--- src/sv/dmma_pkg.sv ---
// ----------------------------------------------------------------------------
// dmma_pkg: shared types and constants
// Field widths, item codes, accumulator limits and sequencer states of the
// dense matrix multiply-accumulate core.
// ----------------------------------------------------------------------------
package dmma_pkg;

	localparam int unsigned IDX_W   = 3;   // row / column index width
	localparam int unsigned DIM_W   = 4;   // configured dimension width
	localparam int unsigned AB_W    = 16;  // Q8.8 element of A or B
	localparam int unsigned PROD_W  = 32;  // Q16.16 product
	localparam int unsigned C_W     = 40;  // Q24.16 accumulator
	localparam int unsigned OP_W    = 2;
	localparam int unsigned CFG_IDX_W = 2;
	localparam int unsigned IN_W    = 64;  // input tdata width
	localparam int unsigned OUT_W   = 48;  // output tdata width

	localparam logic [C_W-1:0] C_MAX = {1'b0, {(C_W-1){1'b1}}};
	localparam logic [C_W-1:0] C_MIN = {1'b1, {(C_W-1){1'b0}}};

	typedef enum logic [OP_W-1:0] {
		OP_LOAD_A = 2'd0,
		OP_LOAD_B = 2'd1,
		OP_LOAD_C = 2'd2,
		OP_START  = 2'd3
	} opcode_t;

	typedef enum logic [CFG_IDX_W-1:0] {
		REG_ROWS_A    = 2'd0,
		REG_INNER_DIM = 2'd1,
		REG_COLS_B    = 2'd2,
		REG_UNUSED    = 2'd3
	} cfg_reg_t;

	typedef enum logic [5:0] {
		ST_IDLE  = 6'b000001,
		ST_M_RD  = 6'b000010,
		ST_M_MUL = 6'b000100,
		ST_M_ACC = 6'b001000,
		ST_E_RD  = 6'b010000,
		ST_E_OUT = 6'b100000
	} state_t;

endpackage

--- src/sv/dmma_mac.sv ---
// ----------------------------------------------------------------------------
// dmma_mac: shared multiply / saturating accumulate unit
// Registers the signed product of two Q8.8 operands, then adds it to a
// Q24.16 accumulator value and clamps the sum to the 40-bit range.
// ----------------------------------------------------------------------------
module dmma_mac (
	input  logic                                 clk,
	input  logic                                 mul_en,
	input  logic signed [dmma_pkg::AB_W-1:0]     a,
	input  logic signed [dmma_pkg::AB_W-1:0]     b,
	input  logic signed [dmma_pkg::C_W-1:0]      acc,
	output logic signed [dmma_pkg::C_W-1:0]      sum
);

	logic signed [dmma_pkg::PROD_W-1:0] prod_s2;
	logic signed [dmma_pkg::C_W:0]      wide_sum;

	always_ff @(posedge clk) begin
		if (mul_en) begin
			prod_s2 <= a * b;
		end
	end

	assign wide_sum = {acc[dmma_pkg::C_W-1], acc}
		+ {{(dmma_pkg::C_W+1-dmma_pkg::PROD_W){prod_s2[dmma_pkg::PROD_W-1]}}, prod_s2};

	// clamp when the two top bits disagree
	always_comb begin
		if (wide_sum[dmma_pkg::C_W] != wide_sum[dmma_pkg::C_W-1]) begin
			sum = wide_sum[dmma_pkg::C_W] ? dmma_pkg::C_MIN : dmma_pkg::C_MAX;
		end else begin
			sum = wide_sum[dmma_pkg::C_W-1:0];
		end
	end

endmodule

--- config.mk ---
export PLATFORM = sky130hd
export DESIGN_NAME = dmma_mac
export DESIGN_NICKNAME = d
export VERILOG_FILES = /design/src/sv/dmma_pkg.sv /design/src/sv/dmma_mac.sv
export SDC_FILE = /design/constraint.sdc
export NUM_CORES = 1
export LEC_CHECK = 0
export BUFFER_PORTS_ARGS = -buffer_cell sky130_fd_sc_hd__buf_2
export CELL_PAD_IN_SITES_DETAIL_PLACEMENT = 0
export CELL_PAD_IN_SITES_GLOBAL_PLACEMENT = 1
export CORE_AREA = 2 2 175 177
export DETAILED_ROUTE_END_ITERATION = 10
export DIE_AREA = 0 0 177 179
export PLACE_DENSITY_LB_ADDON = 0.1
export SETUP_SLACK_MARGIN = 0.4
export SLEW_MARGIN = 40
export SYNTH_ARGS = -nofsm -noshare
export SYNTH_HDL_FRONTEND = slang
export SYNTH_SLANG_ARGS = --single-unit
--- constraint.sdc ---
create_clock -name clk -period 7.6 [get_ports clk]
set_input_delay 0.76 -clock clk [delete_from_list [all_inputs] [get_ports clk]]
set_output_delay 0.76 -clock clk [all_outputs]
set_load 0.005 [all_outputs]
== Word-level counts from Yosys, hierarchy flattened ==
Cells that the tools add are included.

* Output and inout port bits: 40
* Register bits after elaboration: 32
* Logic and storage cells: 6

* Multiplexer cells: 2
* Multipliers: 1
* $add $sub $neg: 1
* Equality and inequality tests: 1

{| class="wikitable"
|+ Operators by type and width
! operator !! number
|-
| $mux 40 || 2
|-
| $add 40x32->41 || 1
|-
| $mul 16x16->32 || 1
|-
| $ne 1x1->1 || 1
|}

== Depth between registers and ports, before layout ==
* Word-level depth: 3
* Depth in mapped cells: 24

== Worst setup path before layout ==
OpenSTA, ideal clock, no wires.

* Path kind: input port to flip-flop
* From: input port a[10] in the netlist's numbering
* To: register prod_s2[27] in the netlist's numbering, data pin
* Required time: 7.340 ns
* Stages: 19
* Setup slack: 1.246 ns
* Setup time: 0.260 ns
* Arrival: 6.095 ns
* Cell sequence: clkbuf_1 -> nand2_1 -> fa_1 -> fa_1 -> fa_1 -> fa_1 -> inv_1 -> fa_1 -> inv_1 -> fa_1 -> inv_1 -> ha_1 -> and3_1 -> a221oi_1 -> o21ai_0 -> o211ai_1 -> o211ai_2 -> a311o_1 -> xor2_1

* Word-level cells in the longest chain between the ends: 1

{| class="wikitable"
|+ RTL lines
! element !! RTL line !! source
|-
| start, declared || dmma_mac.sv:9 || <nowiki>input logic signed [dmma_pkg::AB_W-1:0] a,</nowiki>
|-
| $mul 16x16->32 || dmma_mac.sv:20 || <nowiki>prod_s2 <= a * b;</nowiki>
|-
| end signal, assigned || dmma_mac.sv:20 ||
|-
| end, declared || dmma_mac.sv:15 || <nowiki>logic signed [dmma_pkg::PROD_W-1:0] prod_s2;</nowiki>
|}

Every way passes these cells.
A chain may end at the register's enable or synchronous reset.

== Worst setup path after layout ==
* From: input port a[12] in the netlist's numbering
* To: register prod_s2[31] in the netlist's numbering, data pin

The elaborated chain is that of the path after synthesis.

==> out/results.ini <==
[setup_path]
startpoint_type=input pin
path_cells=buf_2 > nand2_1 > fa_1 > fa_1 > fa_1 > inv_1 > fa_1 > fa_1 > inv_1 > fa_1 > inv_1 > ha_1 > and3_1 > nand2_1 > nor4_1 > o211ai_1 > o211ai_2 > a31oi_1 > o21a_1 > a211oi_1
required_ns=7.70
crit_buf_inv=4
crit_path_max_fanout=16
cp_top_family=adder cells
critical_path_class=input pin to register
endpoint_kind=register
critical-path-slowest-cell=fa_1
crit_top_cell=fa_1
arrival_ns=6.69
slowest_delay_ns=0.52

[clock_tree]
cts_resized=0
cts_hold_buffers=0
numCtsBuffers=5
htreeDepth=2
cts_sinks=32
post_cts_buffers=0
clk_pin_slew_ns=0.05
cts_tree=yes
cts_root_buf=clkbuf_16
clockBufferDepth=2

[grt]
antenna_found_initial=0
track_usage_pct=21.12
grt_pass1_vias=9866
grt_max_degree=38
met2_usage_pct=33.98
grt_overflow=0
grt_pass1_wl_mm=52.41
grt.busiest_layer=met2
met3_usage_pct=1.209
use_met1_pct=31.65

[placed_design]
io_buffers=113
place_hpwl_mm=28.13
globalplace.congestion=0.8796

[finish]
antenna-diode-count=0
largest_reg_flops=32
top_regs=prod_s2: 32 flops
drive_above_1_share_pct=10.06
nets=1998
fin_util_pct=47.68
area_growth_pct=7.850
top_register=prod_s2

[yosys]
synth_edf_count=32
async_flop_share_pct=0
syn-cell-area_mm2=0.01328
synthTopCellsByArea=fa_1 (40%), ha_1 (11%), inv_1 (8.2%)
ys_seq_area_share_pct=7.238
synth_top_cell_by_area=fa_1
yosys_warnings=0
synth_top_area_share_pct=39.66
synthFlopType=edfxtp_1
synthDistinctLibCells=65
yosys.cell_count.top_type=inv_1
ys_seq_elements=32
synth_common_cells=inv_1 (290), fa_1 (263), nand2_1 (163)
avgSynthCellArea_um2=9.069
syn_inst=1464
synth_fp_nets=1923

[floorplan]
fp.dieArea_mm2=0.03168
start_util_pct=44.21
coreArea_mm2=0.03003
fp.dieH_um=179
die_w_um=177
top_level_ports=114
rows=64

[routing]
ant_nets=0
drt_iter0_markers=350
first_pass_iters=5
vias=9697
vias_per_cell=5.009
drc=0
wirelength_mm=32.70
drt-wirelength-per-cell_um=16.89

[timing]
worstMarginPinSlew_ns=0.6796
clock.fmax_mhz=151.8
fin_crit_sh_pct=86.70
drv_slew=0
slew_headroom_pct=54.69
period_needed_ns=6.589
hold_viol=0
fin_tns_setup_ns=0
setup_viol=0
rsz0062_at_grt=no

[status]
outcome=completed

[run]
cap_violations=0

[min_path]
hp-class=input pin to register

==> path summary, 6_finish.rpt <==
check / slack, ns / from / cells after the start / to
hold / removal: 1.06 / mul_en / 1 / prod_s2[1]$_DFFE_PP_
setup / recovery: 1.01 / a[12] / 20 / prod_s2[31]$_DFFE_PP_
==> final cells by class <==
class	instances	area [µm²]
Fill cell	2973	15710
Multi-Input combinational cell	1093	10990
Inverter	290	1089
Sequential cell	32	960.9
Timing Repair Buffer	117	615.6
Tap cell	396	495.5
Clock buffer	6	128.9
Clock inverter	2	35.03
==> layout by cell type, fill, tap and decap left out, types with 15 or more instances in the layout <==
master,netlist,routed
nand2_1,163,163
fa_1,263,263
nand2b_1,15,15
nor2_1,44,44
a21oi_2,17,17
o21ai_1,15,15
edfxtp_1,32,32
inv_1,290,290
xnor2_1,42,42
buf_2,4,113
a21oi_1,69,69
ha_1,122,122
o21ai_0,35,35
xor2_1,27,27
and2_1,127,127
a21o_1,23,23
==> logic make-up (layout without fill, tap and decap cells) <==
| group | count (synthesis) | in the layout | share of synthesized area (%) |
|---|---|---|---|
| flops | 32 | 32 | 7.238 |
| xor+xnor | 70 | 70 | 4.674 |
| compound gates | 229 | 229 | 11.47 |
| fa+ha+maj | 387 | 387 | 51.31 |
| buf+inv | 339 | 415 | 9.952 |
| simple gates | 407 | 407 | 15.36 |
==> layer usage <==
layer,vias up,routed length [µm]
li1,4742,-
met1,4747,16450
met2,183,14740
met3,25,1026
met4,0,487
met5,-,0
==> per-stage QoR <==
stage	hold slack, ns	instance area, µm²	std cells	setup WS [ns]
final	1.059	14320	1936	1.011
after detailed placement	1.354	14130	1927	0.7038
after global placement	1.352	14130	1927	0.7887
after CTS	1.065	14290	1935	0.9869
after global routing	1.093	14320	1936	0.6643
after floorplan	0.8725	13280	1464	1.246
Power is left out: the tool's default activity adds up to more than one toggle a clock period on the data nets, which glitch-free logic cannot reach.
